[src/rtl/slbd_pkg.sv]
package slbd_pkg;

   localparam int LEVEL_W     = 16;
   localparam int DELTA_W     = 11;
   localparam int MAX_RESULTS = 64;
   localparam int CNT_W       = $clog2(MAX_RESULTS + 1);

   typedef logic signed [LEVEL_W-1:0] level_type;
   typedef logic        [DELTA_W-1:0] delta_type;
   typedef logic        [CNT_W-1:0]   count_type;

endpackage

[src/rtl/slbd_mul.sv]
module slbd_mul import slbd_pkg::*; #(
   parameter int A_W = 22,
   parameter int B_W = 27
) (
   input  logic                     clock,
   input  logic signed [A_W-1:0]    op_a,
   input  logic signed [B_W-1:0]    op_b,
   output logic signed [A_W+B_W-1:0] prod_ff
);

   logic signed [A_W+B_W-1:0] prod_in;

   assign prod_in = op_a * op_b;

   always_ff @(posedge clock) begin
      prod_ff <= prod_in;
   end

endmodule

[src/rtl/step_level_box_decimator.sv]
// step_level_box_decimator
// Integrate-and-dump decimator for a piecewise-constant Q1.15 level.
// Request channel (req_valid / req_stall): one beat holds the current level for
// req_delta_ticks sub-ticks, then switches to req_new_level. A beat is taken at
// an edge with req_valid high and req_stall low.
// Response channel (rsp_valid / rsp_stall): one beat per completed window of
// TICKS_PER_SAMPLE sub-ticks, carrying floor(window sum / TICKS_PER_SAMPLE) and
// rsp_last on the final beat of a request; at most 64 beats per request, any
// further windows are integrated and dropped.
// Sequencing: one shared multiplier, registered, does both the level * ticks term
// and the reciprocal multiply that divides the window sum. A run of ticks
// inside one window passes through CHUNK and ACC; each completed window then
// passes through DIV and EMIT, and waits in EMIT while the response side stalls.
// A zero-length request is taken in IDLE and never leaves it; req_stall is high
// until a request is done.
// The response register lets a finished beat wait while the next request is
// taken; while rsp_stall is high and a new beat is ready, the sequencer waits.
// Reset (synchronous, active high) clears the level, window sum and phase.
module step_level_box_decimator import slbd_pkg::*; #(
   parameter int TICKS_PER_SAMPLE = 28
) (
   input  logic                      clock,
   input  logic                      reset,
   input  logic                      req_valid,
   output logic                      req_stall,
   input  logic        [DELTA_W-1:0] req_delta_ticks,
   input  logic signed [LEVEL_W-1:0] req_new_level,
   output logic                      rsp_valid,
   input  logic                      rsp_stall,
   output logic signed [LEVEL_W-1:0] rsp_sample,
   output logic                      rsp_last
);

   localparam int TAKE_W = $clog2(TICKS_PER_SAMPLE + 1);
   localparam int PH_W   = $clog2(TICKS_PER_SAMPLE);
   localparam int SUM_W  = LEVEL_W + TAKE_W;
   localparam int NUM_W  = SUM_W;
   localparam int K      = NUM_W + TAKE_W;
   localparam int A_W    = NUM_W + 1;
   localparam int B_W    = K + 1;
   localparam int P_W    = A_W + B_W;
   localparam longint unsigned RECIP =
      ((64'd1 << K) + TICKS_PER_SAMPLE - 1) / TICKS_PER_SAMPLE;
   localparam logic [K-1:0]      RECIP_K = RECIP[K-1:0];
   localparam logic [NUM_W-1:0]  BIAS    =
      NUM_W'(longint'(TICKS_PER_SAMPLE) * (64'd1 << (LEVEL_W - 1)));
   localparam logic [TAKE_W-1:0] T_TAKE  = TAKE_W'(TICKS_PER_SAMPLE);

   typedef enum logic [2:0] {
      ST_IDLE,
      ST_CHUNK,
      ST_ACC,
      ST_DIV,
      ST_EMIT
   } state_type;

   state_type               state_ff,     state_in;
   level_type               level_ff,     level_in;
   level_type               next_lvl_ff,  next_lvl_in;
   logic signed [SUM_W-1:0] sum_ff,       sum_in;
   logic [PH_W-1:0]         phase_ff,     phase_in;
   delta_type               remain_ff,    remain_in;
   logic [TAKE_W-1:0]       take_ff,      take_in;
   count_type               count_ff,     count_in;
   logic                    rsp_valid_ff, rsp_valid_in;
   level_type               rsp_sample_ff, rsp_sample_in;
   logic                    rsp_last_ff,  rsp_last_in;

   logic signed [A_W-1:0]   mul_a;
   logic signed [B_W-1:0]   mul_b;
   logic signed [P_W-1:0]   prod_ff;
   logic [TAKE_W-1:0]       gap;
   logic [TAKE_W-1:0]       take_now;
   logic [TAKE_W-1:0]       phase_end;
   logic                    win_done;
   logic                    slot_free;
   logic [NUM_W-1:0]        biased;
   logic [LEVEL_W-1:0]      quot;

   slbd_mul #(
      .A_W (A_W),
      .B_W (B_W)
   ) u_mul (
      .clock   (clock),
      .op_a    (mul_a),
      .op_b    (mul_b),
      .prod_ff (prod_ff)
   );

   assign gap       = T_TAKE - TAKE_W'(phase_ff);
   assign take_now  = (DELTA_W'(gap) >= remain_ff) ? TAKE_W'(remain_ff) : gap;
   assign phase_end = TAKE_W'(phase_ff) + take_ff;
   assign win_done  = (phase_end == T_TAKE);
   assign slot_free = !rsp_valid_ff || !rsp_stall;
   assign biased    = NUM_W'(sum_ff) + BIAS;
   // offset quotient lies in 0..65535, flipping the msb removes the bias
   assign quot      = prod_ff[K +: LEVEL_W] ^ {1'b1, {(LEVEL_W-1){1'b0}}};

   // divide operands held through emit so the quotient stays put while stalled
   always_comb begin
      if (state_ff inside {ST_DIV, ST_EMIT}) begin
         mul_a = A_W'($signed({1'b0, biased}));
         mul_b = B_W'($signed({1'b0, RECIP_K}));
      end else begin
         mul_a = A_W'(level_ff);
         mul_b = B_W'($signed({1'b0, take_now}));
      end
   end

   always_comb begin
      state_in      = state_ff;
      level_in      = level_ff;
      next_lvl_in   = next_lvl_ff;
      sum_in        = sum_ff;
      phase_in      = phase_ff;
      remain_in     = remain_ff;
      take_in       = take_ff;
      count_in      = count_ff;
      rsp_valid_in  = rsp_valid_ff && rsp_stall;
      rsp_sample_in = rsp_sample_ff;
      rsp_last_in   = rsp_last_ff;

      case (state_ff)
         ST_IDLE: begin
            if (req_valid) begin
               remain_in   = req_delta_ticks;
               next_lvl_in = req_new_level;
               count_in    = '0;
               if (req_delta_ticks == '0) begin
                  level_in = req_new_level;
               end else begin
                  state_in = ST_CHUNK;
               end
            end
         end
         ST_CHUNK: begin
            take_in  = take_now;
            state_in = ST_ACC;
         end
         ST_ACC: begin
            sum_in    = sum_ff + prod_ff[SUM_W-1:0];
            remain_in = remain_ff - DELTA_W'(take_ff);
            if (win_done) begin
               phase_in = '0;
               state_in = ST_DIV;
            end else begin
               phase_in = PH_W'(phase_end);
               level_in = next_lvl_ff;
               state_in = ST_IDLE;
            end
         end
         ST_DIV: begin
            state_in = ST_EMIT;
         end
         ST_EMIT: begin
            if (slot_free) begin
               sum_in = '0;
               if (count_ff < CNT_W'(MAX_RESULTS)) begin
                  rsp_valid_in  = 1'b1;
                  rsp_sample_in = quot;
                  rsp_last_in   = (remain_ff < DELTA_W'(TICKS_PER_SAMPLE))
                                  || (count_ff == CNT_W'(MAX_RESULTS - 1));
                  count_in      = count_ff + CNT_W'(1);
               end
               if (remain_ff == '0) begin
                  level_in = next_lvl_ff;
                  state_in = ST_IDLE;
               end else begin
                  state_in = ST_CHUNK;
               end
            end
         end
         default: begin
            state_in = ST_IDLE;
         end
      endcase
   end

   always_ff @(posedge clock) begin
      if (reset) begin
         state_ff     <= ST_IDLE;
         level_ff     <= '0;
         sum_ff       <= '0;
         phase_ff     <= '0;
         count_ff     <= '0;
         rsp_valid_ff <= 1'b0;
      end else begin
         state_ff     <= state_in;
         level_ff     <= level_in;
         sum_ff       <= sum_in;
         phase_ff     <= phase_in;
         count_ff     <= count_in;
         rsp_valid_ff <= rsp_valid_in;
      end
      next_lvl_ff   <= next_lvl_in;
      remain_ff     <= remain_in;
      take_ff       <= take_in;
      rsp_sample_ff <= rsp_sample_in;
      rsp_last_ff   <= rsp_last_in;
   end

   assign req_stall  = (state_ff != ST_IDLE);
   assign rsp_valid  = rsp_valid_ff;
   assign rsp_sample = rsp_sample_ff;
   assign rsp_last   = rsp_last_ff;

   a_phase_range: assert property (@(posedge clock) disable iff (reset)
      phase_ff < PH_W'(TICKS_PER_SAMPLE - 1) || phase_ff == PH_W'(TICKS_PER_SAMPLE - 1))
      else $error("window phase out of range");

   a_count_cap: assert property (@(posedge clock) disable iff (reset)
      count_ff <= CNT_W'(MAX_RESULTS))
      else $error("beat count above cap");

   // an open window at the end of a chunk means the request is used up
   a_partial_ends: assert property (@(posedge clock) disable iff (reset)
      (state_ff == ST_ACC && !win_done) |-> remain_ff == DELTA_W'(take_ff))
      else $error("partial window with ticks left");

   a_beat_source: assert property (@(posedge clock) disable iff (reset)
      $rose(rsp_valid_ff) |-> $past(state_ff) == ST_EMIT)
      else $error("response beat not from emit");

endmodule

[config.mk]
export PLATFORM = sky130hd
export DESIGN_NAME = step_level_box_decimator
export DESIGN_NICKNAME = d
export VERILOG_FILES = /design/src/rtl/slbd_pkg.sv /design/src/rtl/slbd_mul.sv /design/src/rtl/step_level_box_decimator.sv
export SDC_FILE = /design/constraint.sdc
export NUM_CORES = 1
export LEC_CHECK = 0
export BUFFER_PORTS_ARGS = -buffer_cell sky130_fd_sc_hd__clkbuf_2
export CAP_MARGIN = 15
export CORE_MARGIN = 2
export CORE_UTILIZATION = 40
export CTS_CLUSTER_DIAMETER = 200
export DETAILED_ROUTE_END_ITERATION = 10
export HOLD_SLACK_MARGIN = 0.06
export PLACE_DENSITY = 0.63
export SYNTH_ARGS = -nofsm -noshare
export SYNTH_HDL_FRONTEND = slang
export SYNTH_SLANG_ARGS = --single-unit
export TNS_END_PERCENT = 10
[constraint.sdc]
create_clock -name clock -period 22.9 [get_ports clock]
set_input_delay 4.58 -clock clock [delete_from_list [all_inputs] [get_ports clock]]
set_output_delay 4.58 -clock clock [all_outputs]
set_load 0.05 [all_outputs]
==> summary.md <==
| Metric | Value |
|---|---|
| Status | complete, no violations |
| Area of the multi-input gates | 0.0103 mm2 |
| Clock Skews | 0.0115 ns |
| Post-DRT Antenna Nets | 0 |
| Pwr dens | 52.7 mW/mm2 |
| Ys Warns | 0 |
| Dominant synthesized flop cell | dfxtp_1 |
| Post-DP HPWL | 29000 um |
| Slew HR | 0.347 |
| FF+latch count, synth | 139 |
| Die height | 197 um |
| Share of cells above drive strength 1 | 0.0738 |
| Yosys top cell area share | 0.208 |
| Drt drc | 0 |
| Req. time, crit path | 23.28 ns |
| Register area | 0.00327 mm2 |
| Synth unique cells | 71 |
| Final period utilization | 0.398 |
| Core Box Area | 0.0366 mm2 |
| Crit. End Element | flip-flop |
| Port Buffers | 49 |
| P_leak | 0.00847 uW |
| Row cnt | 70 |
| Slew @ Worst Pin | 0.976 ns |
| Final-report max-slew violation count | 0 |
| Diode count | 0 |
| Hold Slack | 0.404 ns |
| Tmin final | 9.11 ns |
| CP most frequent cell | fa_1 |
| WS Path Type | flip-flop to flip-flop |
| Num CTS Buffers | 17 |
| H-tree Lvls | 4 |
| Endpoints failing setup | 0 |
| Vias per inst | 5.18 |
| Largest cells by area after synthesis | fa_1 (21%), ha_1 (20%), dfxtp_1 (12%) |
| CTS hold repair buffers | 0 |
| Global-route wire length before repair | 58000 um |
| Routed vias | 10800 |
| Final Wtd Congestion | 0.870 |
| Final hold violation count | 0 |
| Mapped Avg Cell Area | 9.43 um2 |
| Clock sink count | 139 |
| Number of fill cells | 3498 |
| GRT Total Usage | 0.192 |
| WL per Instance | 16.7 um |
| CP peak stage delay | 0.66 ns |
| I/O pins | 50 |
| WP data arrival | 9.49 ns |
| RSZ-0062 raised after global routing | no |
| Critical path's slowest cell | nor2_2 |
| Area added between synthesis and finish | 8.74% |
| Largest net degree at the start of global routing | 40 |
| CTS clk-pin slew, worst paths | 0.06 ns |
| Post-CTS setup buffer count | 0 |
| MaxCap Viol Count | 0 |
| Overall power | 851 uW |
| Cts repair resizes | 0 |
| Post-synth top cells | inv_1 (293), ha_1 (236), fa_1 (154) |
| Crit start category | flip-flop |
| Final WL | 35000 um |
| Overflow after GRT | 0 |
| Most numerous cell in the Yosys netlist | inv_1 |
| EDFF count, synth | 49 |
| Clock buffer depth | 2 |
| Clk root buf | clkbuf_16 |
| Synth area leader | fa_1 |
| Clk Latency, worst-skew pair | 0.45 ns |
| Maximum vdd ir drop | 41.7 uV |
| Initial Utilization | 0.406 |
| Post-Syn Area | 0.0148 mm2 |
| Die area | 0.0387 mm2 |
| FFs w/ async S/R, synth | 0 |
| Mapped Cells | 1575 |
| Die width | 197 um |
| Max Clk Rate | 110 MHz |
| Worst Path Max Fanout | 17 |
| Layout net count | 2035 |
| HP Class | flip-flop to flip-flop |
| Drt pass-1 iters | 6 |
| Seq/Total Area, Yosys | 0.220 |
| Total negative slack | 0 ns |
| Initial DRC Count | 583 |
| Vias in the first global route | 11100 |
| CTS tree | done |
| Initial antenna violation count | 0 |
-- power breakdown --
| part | internal [uW] | leakage (uW) | switching [uW] |
|---|---|---|---|
| clock | 150 | 0.000265 | 117 |
| combinational | 107 | 0.00701 | 174 |
| sequential | 285 | 0.00119 | 17.8 |
-- final timing paths --
kind                           from           endpoint  slack, ns  cells after the start
setup reg to reg        phase_ff[1]  u_mul.prod_ff[40]      13.79                     32
hold reg to reg   u_mul.prod_ff[36]     rsp_sample[10]       0.40                      0
hold / removal    u_mul.prod_ff[36]     rsp_sample[10]       0.40                      0
setup / recovery        phase_ff[1]  u_mul.prod_ff[40]      13.79                     32
-- layout by cell type, fill, tap and decap left out, types with 4 or more instances in the layout --
cell type / netlist / layout
nand2_1: 103 / 103
nand4_1: 8 / 8
and3_1: 8 / 8
and2_1: 7 / 7
xor2_1: 26 / 26
a21o_1: 41 / 41
o211ai_1: 7 / 7
ha_1: 236 / 236
nor2b_1: 8 / 8
a22o_1: 10 / 10
a22oi_1: 5 / 5
a31oi_1: 8 / 8
nor2_1: 138 / 138
nand3_1: 30 / 30
o21bai_1: 5 / 5
nor3_1: 13 / 13
o21ai_0: 48 / 48
dfxtp_1: 90 / 90
o31ai_1: 4 / 4
a211oi_2: 15 / 15
xnor2_1: 43 / 43
a211oi_1: 8 / 8
buf_4: 1 / 10
inv_1: 293 / 293
clkbuf_16: 0 / 17
a21oi_1: 78 / 77
fa_1: 154 / 154
edfxtp_1: 49 / 49
nand2b_1: 13 / 13
mux2i_1: 19 / 19
o21a_1: 7 / 7
or3_1: 5 / 5
clkbuf_2: 0 / 49
-- layout make-up --
class / count / area share
inverter: 293 / 0.0681
clock buffer: 19 / 0.0268
tap: 468 / 0.0363
multi-input combinational: 1103 / 0.638
timing repair buffer: 60 / 0.0208
sequential: 139 / 0.203
clock inverter: 13 / 0.00728
-- logic make-up after synthesis --
logic type      count (synthesis)  share of synthesized area
xor+xnor                       69                     0.0407
other cells                     1                   0.000253
buf+inv                       334                     0.0863
fa+ha+maj                     390                      0.407
simple gates                  357                      0.110
compound gates                264                      0.121
flops                         139                      0.220
mux                            21                     0.0143
-- through the flow --
stage          worst slack (ns)  std cells  cell area (um2)  utilization
2_1_floorplan             14.80       1576            14900            -
3_3_place_gp              14.01       2062            15600        0.426
3_5_place_dp              13.90       2062            15600        0.426
4_1_cts                   13.82       2094            16100        0.441
5_1_grt                   13.34       2095            16100        0.441
6_report                  13.79       2095            16100        0.441
-- critical path, delay by kind of cell (launching register included) --
family / cells / cell delay (ns)
AOI/OAI and AO/OA: 9 / 1.65
xor gates and xnor gates: 2 / 0.30
adders and majority gates: 10 / 4.20
buffers and inverters: 5 / 0.33
DFF: 1 / 0.37
muxes: 1 / 0.47
and+or+nand+nor: 5 / 1.73
-- registers in the layout, summed over array words and instances, names as in the netlist --
| signal | cells |
|---|---|
| u_mul.prod_ff | 37 |
| next_lvl_ff | 16 |
| take_ff | 5 |
| rsp_sample | 16 |
| rsp_valid | 1 |
| phase_ff | 5 |
| remain_ff | 11 |
| sum_ff | 21 |
| count_ff | 7 |
| level_ff | 16 |
| state_ff | 3 |
| rsp_last | 1 |
-- routing by layer --
layer,wire [um],vias to the layer above,GRT usage,share of wire
met5,0,-,0,0
met2,15900,297,0.299,0.45
li1,-,5288,-,-
met3,1730,62,0.0392,0.049
met4,946,0,0.0730,0.027
met1,16500,5197,0.263,0.47
(Power assumes the default switching activity.)
